## config.mk

```make
export PLATFORM = sky130hd
export DESIGN_NAME = two_class_priority_queue_with_history_core
export DESIGN_NICKNAME = d
export VERILOG_FILES = /design/src/sv/tcpq_pkg.sv /design/src/sv/two_class_priority_queue_with_history_core.sv /design/src/sv/tcpq_ram.sv /design/src/sv/tcpq_ctrl.sv /design/src/sv/tcpq_dp.sv
export SDC_FILE = /design/constraint.sdc
export NUM_CORES = 1
export LEC_CHECK = 0
export BUFFER_PORTS_ARGS = -buffer_cell sky130_fd_sc_hd__buf_2
export CAP_MARGIN = 15
export CORE_UTILIZATION = 63
export CTS_CLUSTER_DIAMETER = 120
export DETAILED_ROUTE_END_ITERATION = 7
export PLACE_DENSITY = 0.9
export SLEW_MARGIN = 10
export SYNTH_ARGS = -nofsm -noshare
export SYNTH_HDL_FRONTEND = slang
export SYNTH_HIERARCHICAL = 1
export SYNTH_SLANG_ARGS = --single-unit
```

## constraint.sdc

```tcl
create_clock -name clk -period 4.9 [get_ports clk]
set_input_delay 0.735 -clock clk [delete_from_list [all_inputs] [get_ports clk]]
set_output_delay 0.735 -clock clk [all_outputs]
set_load 0.01 [all_outputs]
```

## src/sv/tcpq_pkg.sv

```systemverilog
// Shared types, codes and constants of the two-class priority queue.
// Used by every module of the block but tcpq_ram; no dependencies of its own.
`default_nettype none

package tcpq_pkg;

  localparam int TAG_W            = 16;
  localparam int MODE_W           = 3;
  localparam int STATUS_W         = 2;
  localparam int OUT_DATA_W       = 24;
  localparam int MAX_RESULTS      = 32;
  localparam int QUEUE_DEPTH_DEF  = 16;
  localparam int HISTORY_DEPTH_DEF = 32;

  typedef enum logic [MODE_W-1:0] {
    MODE_ENQ_NORMAL = 3'd0,
    MODE_ENQ_URGENT = 3'd1,
    MODE_SERVE      = 3'd2,
    MODE_PEEK       = 3'd3,
    MODE_DUMP       = 3'd4
  } mode_t;

  typedef enum logic [STATUS_W-1:0] {
    ST_OK    = 2'd0,
    ST_EMPTY = 2'd1,
    ST_FULL  = 2'd2
  } status_t;

  typedef enum logic [2:0] {
    S_IDLE,
    S_ENQ,
    S_SERVE,
    S_EMPTY,
    S_DUMP_RD,
    S_DUMP_OUT
  } state_t;

  // controller to datapath
  typedef struct packed {
    logic load;       // request accepted: latch it, set up history walk
    logic enq;        // perform enqueue and post result
    logic serve;      // perform serve or peek and post result
    logic empty;      // post an empty result
    logic dump_emit;  // post one history entry and step the walk
  } ctrl_cmd_t;

  // datapath to controller
  typedef struct packed {
    logic urg_empty;
    logic norm_empty;
    logic hist_empty;
    logic dump_last;
    logic out_free;
  } dp_stat_t;

endpackage

`default_nettype wire

```

## src/sv/two_class_priority_queue_with_history_core.sv

```systemverilog
// Two-class strict-priority tag queue with a history of served tags.
// Input channel s_*: s_tuser = mode, s_tdata = entry tag. One request at a time.
// Output channel m_*: m_tdata = status and result tag, m_tuser = from urgent,
// m_tlast = last result of the request.
// Enqueue, serve and peek: one result, formed in the state after acceptance and
// registered in the result register; the next request is accepted once that
// result has been loaded.
// Serve and peek take the urgent FIFO first; serve pushes the tag onto the
// history, overwriting the oldest entry once the history is full.
// Dump: the history newest first, up to 32 results; each entry passes S_DUMP_RD
// then S_DUMP_OUT, for the registered read port of the history RAM (address, then data).
// A dump of an empty history, or serve/peek with both FIFOs empty, gives one
// result with status empty. Modes 5 to 7 are accepted and dropped.
// The result register lets a request be accepted while the previous result
// still waits; when the receiver stalls, the block holds the pending result
// and stops before posting the next one.
// Reset (rst, synchronous) clears heads, counts, the history pointer and the
// output valid; the tag RAMs are not cleared and need no clearing pass.
// Depends on tcpq_pkg, tcpq_ctrl, tcpq_dp, tcpq_ram.
`default_nettype none

module two_class_priority_queue_with_history_core #(
  parameter int QUEUE_DEPTH   = tcpq_pkg::QUEUE_DEPTH_DEF,
  parameter int HISTORY_DEPTH = tcpq_pkg::HISTORY_DEPTH_DEF
) (
  input  wire logic                            clk,
  input  wire logic                            rst,
  input  wire logic                            s_tvalid,
  output logic                                 s_tready,
  input  wire logic [tcpq_pkg::TAG_W-1:0]      s_tdata,   // [15:0] entry_tag
  input  wire logic [tcpq_pkg::MODE_W-1:0]     s_tuser,   // [2:0] mode
  output logic                                 m_tvalid,
  input  wire logic                            m_tready,
  output logic      [tcpq_pkg::OUT_DATA_W-1:0] m_tdata,   // [1:0] status, [17:2] result_tag
  output logic                                 m_tuser,   // [0] from_urgent
  output logic                                 m_tlast    // last_of_run
);

  import tcpq_pkg::*;

  ctrl_cmd_t        cmd;
  dp_stat_t         stat;
  status_t          out_status;
  logic [TAG_W-1:0] out_tag;

  tcpq_ctrl u_ctrl (
    .clk      (clk),
    .rst      (rst),
    .s_tvalid (s_tvalid),
    .mode     (mode_t'(s_tuser)),
    .stat     (stat),
    .s_tready (s_tready),
    .cmd      (cmd)
  );

  tcpq_dp #(
    .QUEUE_DEPTH   (QUEUE_DEPTH),
    .HISTORY_DEPTH (HISTORY_DEPTH)
  ) u_dp (
    .clk        (clk),
    .rst        (rst),
    .cmd        (cmd),
    .stat       (stat),
    .in_mode    (mode_t'(s_tuser)),
    .in_tag     (s_tdata),
    .m_tready   (m_tready),
    .m_tvalid   (m_tvalid),
    .out_status (out_status),
    .out_tag    (out_tag),
    .out_urgent (m_tuser),
    .out_last   (m_tlast)
  );

  assign m_tdata = {(OUT_DATA_W - TAG_W - STATUS_W)'(0), out_tag, out_status};

endmodule

`default_nettype wire

```

## src/sv/tcpq_ram.sv

```systemverilog
// Generic single-write, single-read RAM with registered read data.
// No dependencies.
`default_nettype none

module tcpq_ram #(
  parameter int WIDTH = 16,
  parameter int DEPTH = 16
) (
  input  wire logic                     clk,
  input  wire logic                     wr_en,
  input  wire logic [$clog2(DEPTH)-1:0] wr_addr,
  input  wire logic [WIDTH-1:0]         wr_data,
  input  wire logic [$clog2(DEPTH)-1:0] rd_addr,
  output logic      [WIDTH-1:0]         rd_data
);

  logic [WIDTH-1:0] mem [DEPTH];

  always_ff @(posedge clk) begin
    if (wr_en) begin
      mem[wr_addr] <= wr_data;
    end
    rd_data <= mem[rd_addr];
  end

endmodule

`default_nettype wire

```

## src/sv/tcpq_ctrl.sv

```systemverilog
// Controller state machine of the two-class priority queue.
// Depends on tcpq_pkg; drives the datapath through ctrl_cmd_t.
`default_nettype none

module tcpq_ctrl (
  input  wire logic                 clk,
  input  wire logic                 rst,
  input  wire logic                 s_tvalid,
  input  wire tcpq_pkg::mode_t      mode,
  input  wire tcpq_pkg::dp_stat_t   stat,
  output logic                      s_tready,
  output tcpq_pkg::ctrl_cmd_t       cmd
);

  import tcpq_pkg::*;

  state_t state;
  state_t state_next;
  logic   accept;

  assign accept = s_tvalid && s_tready;

  always_ff @(posedge clk) begin
    if (rst) begin
      state <= S_IDLE;
    end else begin
      state <= state_next;
    end
  end

  always_comb begin
    state_next = state;
    unique case (state)
      S_IDLE: begin
        if (accept) begin
          unique case (mode) inside
            MODE_ENQ_NORMAL, MODE_ENQ_URGENT: state_next = S_ENQ;
            MODE_SERVE, MODE_PEEK: begin
              state_next = (stat.urg_empty && stat.norm_empty) ? S_EMPTY : S_SERVE;
            end
            MODE_DUMP: state_next = stat.hist_empty ? S_EMPTY : S_DUMP_RD;
            default:   state_next = S_IDLE;  // meaningless mode: drop it
          endcase
        end
      end
      S_ENQ, S_SERVE, S_EMPTY: begin
        if (stat.out_free) begin
          state_next = S_IDLE;
        end
      end
      S_DUMP_RD: state_next = S_DUMP_OUT;
      S_DUMP_OUT: begin
        if (stat.out_free) begin
          state_next = stat.dump_last ? S_IDLE : S_DUMP_RD;
        end
      end
      default: state_next = S_IDLE;
    endcase
  end

  always_comb begin
    s_tready      = (state == S_IDLE);
    cmd           = '0;
    cmd.load      = accept;
    cmd.enq       = (state == S_ENQ)      && stat.out_free;
    cmd.serve     = (state == S_SERVE)    && stat.out_free;
    cmd.empty     = (state == S_EMPTY)    && stat.out_free;
    cmd.dump_emit = (state == S_DUMP_OUT) && stat.out_free;
  end

endmodule

`default_nettype wire

```

## src/sv/tcpq_dp.sv

```systemverilog
// Datapath: the two tag FIFOs, the history stack and the result register.
// Depends on tcpq_pkg and tcpq_ram; steered by tcpq_ctrl.
`default_nettype none

module tcpq_dp #(
  parameter int QUEUE_DEPTH   = tcpq_pkg::QUEUE_DEPTH_DEF,
  parameter int HISTORY_DEPTH = tcpq_pkg::HISTORY_DEPTH_DEF
) (
  input  wire logic                       clk,
  input  wire logic                       rst,
  input  wire tcpq_pkg::ctrl_cmd_t        cmd,
  output tcpq_pkg::dp_stat_t              stat,
  input  wire tcpq_pkg::mode_t            in_mode,
  input  wire logic [tcpq_pkg::TAG_W-1:0] in_tag,
  input  wire logic                       m_tready,
  output logic                            m_tvalid,
  output tcpq_pkg::status_t               out_status,
  output logic      [tcpq_pkg::TAG_W-1:0] out_tag,
  output logic                            out_urgent,
  output logic                            out_last
);

  import tcpq_pkg::*;

  localparam int QW  = $clog2(QUEUE_DEPTH);
  localparam int QCW = $clog2(QUEUE_DEPTH + 1);
  localparam int HW  = $clog2(HISTORY_DEPTH);
  localparam int HCW = $clog2(HISTORY_DEPTH + 1);
  localparam int RW  = $clog2(MAX_RESULTS + 1);

  // latched request
  mode_t            req_mode;
  logic [TAG_W-1:0] req_tag;

  // queue state
  logic [QW-1:0]  norm_head, urg_head;
  logic [QCW-1:0] norm_count, urg_count;
  logic [TAG_W-1:0] norm_rd, urg_rd;

  // history state
  logic [HW-1:0]  hist_top;
  logic [HCW-1:0] hist_count;
  logic [HW-1:0]  walk;
  logic [RW-1:0]  remain;
  logic [TAG_W-1:0] hist_rd;

  // enqueue side
  logic           enq_urgent;
  logic [QW-1:0]  sel_head;
  logic [QCW-1:0] sel_count;
  logic           sel_full;
  logic [QW:0]    wr_sum;
  logic [QW-1:0]  wr_pos;
  logic           norm_wr, urg_wr;

  // serve side
  logic           take_urgent;
  logic           do_pop;
  logic [TAG_W-1:0] front_tag;

  logic           load_out;
  status_t        res_status;
  logic [TAG_W-1:0] res_tag;
  logic           res_urgent, res_last;

  always_ff @(posedge clk) begin
    if (cmd.load) begin
      req_mode <= in_mode;
      req_tag  <= in_tag;
    end
  end

  // FIFO write slot: head plus count, wrapped once (count is below depth)
  always_comb begin
    enq_urgent = (req_mode == MODE_ENQ_URGENT);
    sel_head   = enq_urgent ? urg_head  : norm_head;
    sel_count  = enq_urgent ? urg_count : norm_count;
    sel_full   = (sel_count == QCW'(QUEUE_DEPTH));
    wr_sum     = {1'b0, sel_head} + (QW + 1)'(sel_count);
    wr_pos     = (wr_sum >= (QW + 1)'(QUEUE_DEPTH)) ?
                 QW'(wr_sum - (QW + 1)'(QUEUE_DEPTH)) : wr_sum[QW-1:0];
    norm_wr    = cmd.enq && !sel_full && !enq_urgent;
    urg_wr     = cmd.enq && !sel_full && enq_urgent;
  end

  always_comb begin
    take_urgent = (urg_count != '0);
    front_tag   = take_urgent ? urg_rd : norm_rd;
    do_pop      = cmd.serve && (req_mode == MODE_SERVE);
  end

  tcpq_ram #(.WIDTH(TAG_W), .DEPTH(QUEUE_DEPTH)) u_norm_ram (
    .clk     (clk),
    .wr_en   (norm_wr),
    .wr_addr (wr_pos),
    .wr_data (req_tag),
    .rd_addr (norm_head),
    .rd_data (norm_rd)
  );

  tcpq_ram #(.WIDTH(TAG_W), .DEPTH(QUEUE_DEPTH)) u_urg_ram (
    .clk     (clk),
    .wr_en   (urg_wr),
    .wr_addr (wr_pos),
    .wr_data (req_tag),
    .rd_addr (urg_head),
    .rd_data (urg_rd)
  );

  tcpq_ram #(.WIDTH(TAG_W), .DEPTH(HISTORY_DEPTH)) u_hist_ram (
    .clk     (clk),
    .wr_en   (do_pop),
    .wr_addr (hist_top),
    .wr_data (front_tag),
    .rd_addr (walk),
    .rd_data (hist_rd)
  );

  always_ff @(posedge clk) begin
    if (rst) begin
      norm_head  <= '0;
      norm_count <= '0;
      urg_head   <= '0;
      urg_count  <= '0;
    end else begin
      if (norm_wr) begin
        norm_count <= norm_count + QCW'(1);
      end
      if (urg_wr) begin
        urg_count <= urg_count + QCW'(1);
      end
      if (do_pop && take_urgent) begin
        urg_head  <= (urg_head == QW'(QUEUE_DEPTH - 1)) ? '0 : urg_head + QW'(1);
        urg_count <= urg_count - QCW'(1);
      end
      if (do_pop && !take_urgent) begin
        norm_head  <= (norm_head == QW'(QUEUE_DEPTH - 1)) ? '0 : norm_head + QW'(1);
        norm_count <= norm_count - QCW'(1);
      end
    end
  end

  // history push overwrites the oldest entry once full
  always_ff @(posedge clk) begin
    if (rst) begin
      hist_top   <= '0;
      hist_count <= '0;
    end else if (do_pop) begin
      hist_top <= (hist_top == HW'(HISTORY_DEPTH - 1)) ? '0 : hist_top + HW'(1);
      if (hist_count != HCW'(HISTORY_DEPTH)) begin
        hist_count <= hist_count + HCW'(1);
      end
    end
  end

  // dump walk: newest first, capped at the result limit
  always_ff @(posedge clk) begin
    if (rst) begin
      walk   <= '0;
      remain <= '0;
    end else if (cmd.load) begin
      walk <= (hist_top == '0) ? HW'(HISTORY_DEPTH - 1) : hist_top - HW'(1);
      if (32'(hist_count) > 32'(MAX_RESULTS)) begin
        remain <= RW'(MAX_RESULTS);
      end else begin
        remain <= RW'(hist_count);
      end
    end else if (cmd.dump_emit) begin
      walk   <= (walk == '0) ? HW'(HISTORY_DEPTH - 1) : walk - HW'(1);
      remain <= remain - RW'(1);
    end
  end

  always_comb begin
    res_status = ST_OK;
    res_tag    = '0;
    res_urgent = 1'b0;
    res_last   = 1'b1;
    if (cmd.enq) begin
      res_status = sel_full ? ST_FULL : ST_OK;
    end else if (cmd.serve) begin
      res_tag    = front_tag;
      res_urgent = take_urgent;
    end else if (cmd.empty) begin
      res_status = ST_EMPTY;
    end else if (cmd.dump_emit) begin
      res_tag  = hist_rd;
      res_last = (remain == RW'(1));
    end
  end

  assign load_out = cmd.enq || cmd.serve || cmd.empty || cmd.dump_emit;

  always_ff @(posedge clk) begin
    if (rst) begin
      m_tvalid <= 1'b0;
    end else if (load_out) begin
      m_tvalid <= 1'b1;
    end else if (m_tready) begin
      m_tvalid <= 1'b0;
    end
  end

  always_ff @(posedge clk) begin
    if (load_out) begin
      out_status <= res_status;
      out_tag    <= res_tag;
      out_urgent <= res_urgent;
      out_last   <= res_last;
    end
  end

  always_comb begin
    stat.urg_empty  = (urg_count == '0);
    stat.norm_empty = (norm_count == '0);
    stat.hist_empty = (hist_count == '0);
    stat.dump_last  = (remain == RW'(1));
    stat.out_free   = !m_tvalid || m_tready;
  end

endmodule

`default_nettype wire

```

==> flow_summary.json <==
{
  "drc": 0,
  "worstHoldStart": "s_tdata[8]",
  "cts_hold_buf": 0,
  "cts_resized": 0,
  "clk_pin_slew_worst_paths_ns": 0.07,
  "worstMarginPinSlew_ns": 1.27,
  "rows": 97,
  "drv_cap": 0,
  "holdWs_ns": 0.224,
  "antenna_cells": 0,
  "routed_wl_um": 118000,
  "r2r-start": "u_dp/req_mode[1]",
  "post-route-period-util": 0.965,
  "p_per_area_nw_per_um2": 398,
  "worstSetupEndpointType": "register",
  "overflow": 0,
  "postRouteAntennaNets": 0,
  "place_congestion": 0.897,
  "syn_area_um2": 45100,
  "ys_top_cells_by_area": "edfxtp_1 (71%), mux2i_1 (5.8%), mux4_2 (5.4%)",
  "use_met3": 0.0620,
  "grt_pass1_wl_um": 169000,
  "holdPathEnd": "u_dp/req_tag[8]",
  "cts_tree": "done",
  "cp_data_arrival_time_ns": 5.10,
  "met1_usage": 0.394,
  "slew_viol_final": 0,
  "ff2ff_setup_slack_ns": 0.17,
  "routed-via-count": 25646,
  "drive_gt1_frac": 0.180,
  "min_period_ns": 4.73,
  "layout_commonest_cell": "edfxtp_1",
  "antenna_found_initial": 0,
  "die_w_um": 269,
  "io_buffers": 44,
  "clock_sinks": 1155,
  "status": "finished clean",
  "synth_edf_count": 1063,
  "synthToLayoutAreaGrowth_pct": 10.6,
  "core_um2": 70400,
  "fmax_ghz": 0.212,
  "initialDrtViolationCount": 4364,
  "tns_ns": 0,
  "cts_setup_buffers": 0,
  "grt_max_degree": 69,
  "synth_cell_type_count": 70,
  "synth_seq_cells": 1155,
  "layout_setup_ws_ns": 0.174,
  "die_h_um": 269,
  "async_flop_share": 0,
  "p_leak_nw": 16.3,
  "finalHoldViolCount": 0,
  "hold_path.class": "primary input to register",
  "layout.nets": 2614,
  "clock-root-buffer": "clkbuf_16",
  "avgSynthCellArea_um2": 18.6,
  "slew_headroom": 0.153,
  "busiest_layer": "met2",
  "final-setup-viol-count": 0,
  "htree_levels": 3,
  "yosysSeqAreaShare": 0.749,
  "ys_warn_count": 6,
  "first_pass_iters": 6,
  "yosys.area.top_type": "edfxtp_1",
  "clock_skew_ns": 0.0315,
  "clock_latency_ns": 0.70,
  "globalRouteTotalUtil": 0.319,
  "final_cell_mix": "edfxtp_1 (1,063), mux2i_1 (261), a22oi_1 (129)",
  "wl_per_cell_um": 33.0,
  "worst_r2r_endpoint": "u_dp/u_norm_ram/mem[14][12]",
  "ir_drop_mv": 0.484,
  "die_area_um2": 72600,
  "crit_path_max_fanout": 16,
  "via_per_inst": 7.13,
  "holdPathStages": 1,
  "dp_slack_ns": 0.883,
  "met2_usage": 0.537,
  "critPathRequiredTime_ns": 5.27,
  "ios": 51,
  "start_util": 0.640,
  "num-fill-cells": 3695,
  "syn_inst": 2430,
  "crit_type": "register to register",
  "cts_buffer_depth": 3,
  "cts_made_buffers": 103,
  "rsz0062_at_grt": "no",
  "r2r.worst_path.cells": 9,
  "synth_top_cell_area_share": 0.708,
  "hpwl_um": 62500,
  "crit_path_start_kind": "register",
  "grt_pass1_vias": 25553,
  "yosys_most_used_dff": "edfxtp_1"
}
-- cell type report --
type | count | area, µm² | share of cell area
Sequential cell | 1155 | 33800 | 0.677
Tap cell | 940 | 1180 | 0.0236
Inverter | 23 | 86.3 | 0.00173
Clock buffer | 136 | 2780 | 0.0558
Clock inverter | 56 | 444 | 0.00891
Multi-Input combinational cell | 1122 | 10400 | 0.208
Timing Repair Buffer | 164 | 1220 | 0.0245
-- worst max path at each step --
stage,start,to
after floorplan,u_dp/req_mode[1],u_dp/u_urg_ram/mem[0][0]
after global placement,u_dp/req_mode[1],u_dp/u_norm_ram/mem[0][2]
after detailed placement,u_dp/req_mode[1],u_dp/u_norm_ram/mem[13][13]
after CTS,u_dp/req_mode[1],u_dp/u_norm_ram/mem[13][13]
after global routing,u_dp/req_mode[1],u_dp/u_norm_ram/mem[14][12]
final,u_dp/req_mode[1],u_dp/u_norm_ram/mem[14][12]
-- synthesized netlist by cell type, types with 8 or more instances --
cell	n
nand2_1	95
o21ai_0	11
mux4_2	108
buf_4	33
mux2i_1	261
a31oi_1	22
nor2b_1	8
nand3b_1	10
a22oi_1	129
edfxtp_1	1063
nand4_1	19
xnor2_1	14
ha_1	19
nand2b_1	10
nor3_1	36
mux2_4	10
mux4_1	20
a32o_1	16
buf_1	9
clkbuf_1	39
a22o_1	32
a21oi_1	58
buf_2	26
nand3_1	42
buf_6	17
dfxtp_1	92
inv_1	21
nor2_1	104
xor2_1	10
-- power breakdown --
group	switching, mW	internal (mW)
clock	3.66	4.24
sequential	0.0870	10.9
combinational	0.687	0.304
-- per-stage QoR --
| stage | utilization | instance area (µm²) | cells | power, mW |
|---|---|---|---|---|
| 2_1_floorplan | - | 45100 | 2435 | 11.7 |
| 3_5_place_dp | 0.661 | 46500 | 3396 | 12.1 |
| 3_3_place_gp | 0.660 | 46500 | 3395 | 12.0 |
| 4_1_cts | 0.706 | 49700 | 3588 | 19.8 |
| 5_1_grt | 0.708 | 49900 | 3596 | 20.2 |
| 6_report | 0.708 | 49900 | 3596 | 19.8 |
-- kinds of logic (layout without fill, tap and decap cells) --
group | count (synthesis) | count (layout) | share of synthesized area
other | 1 | 6 | 0.0000832
adder cells (fa/ha/maj) | 22 | 22 | 0.00661
XOR/XNOR | 24 | 24 | 0.00466
AO/OA/AOI/OAI | 295 | 295 | 0.0473
flip-flops | 1155 | 1155 | 0.749
multiplexers | 411 | 411 | 0.130
buffers and inverters | 158 | 379 | 0.0228
AND/OR/NAND/NOR | 364 | 364 | 0.0397
-- metal layers --
metal,vias up,wire length (µm),part of all wire
met2,2451,59000,0.50
li1,10040,-,-
met1,12638,37700,0.32
met3,517,13800,0.12
met5,-,0,0
met4,0,8010,0.068
-- flip-flops by register name, summed over array words and instances, names as in the netlist, 2 cells and up --
name and count:
u_dp/walk 5, u_dp/req_tag 16, u_dp/u_norm_ram/mem 256, u_dp/u_urg_ram/mem 256, u_dp/req_mode 3, u_dp/hist_count 6
u_dp/out_tag 16, u_dp/u_hist_ram/rd_data 16, u_dp/out_status 2, u_dp/u_norm_ram/rd_data 16, u_dp/norm_head 4, u_dp/urg_count 5
u_dp/hist_top 5, u_dp/urg_head 4, u_dp/norm_count 5, u_dp/u_urg_ram/rd_data 16, u_dp/u_hist_ram/mem 512, u_ctrl/state 3
u_dp/remain 6
-- worst max-delay path, stage by stage (launching register included) --
cell and delay (ns):
edfxtp_1 0.43, nor3b_2 0.87, mux2_2 0.33, ha_1 0.20, inv_1 0.08, fa_1 0.39
xnor2_1 0.97, nand3_1 0.46, nor2_1 0.37, buf_4 0.32
No activity file was read; power rests on OpenSTA's default activity.
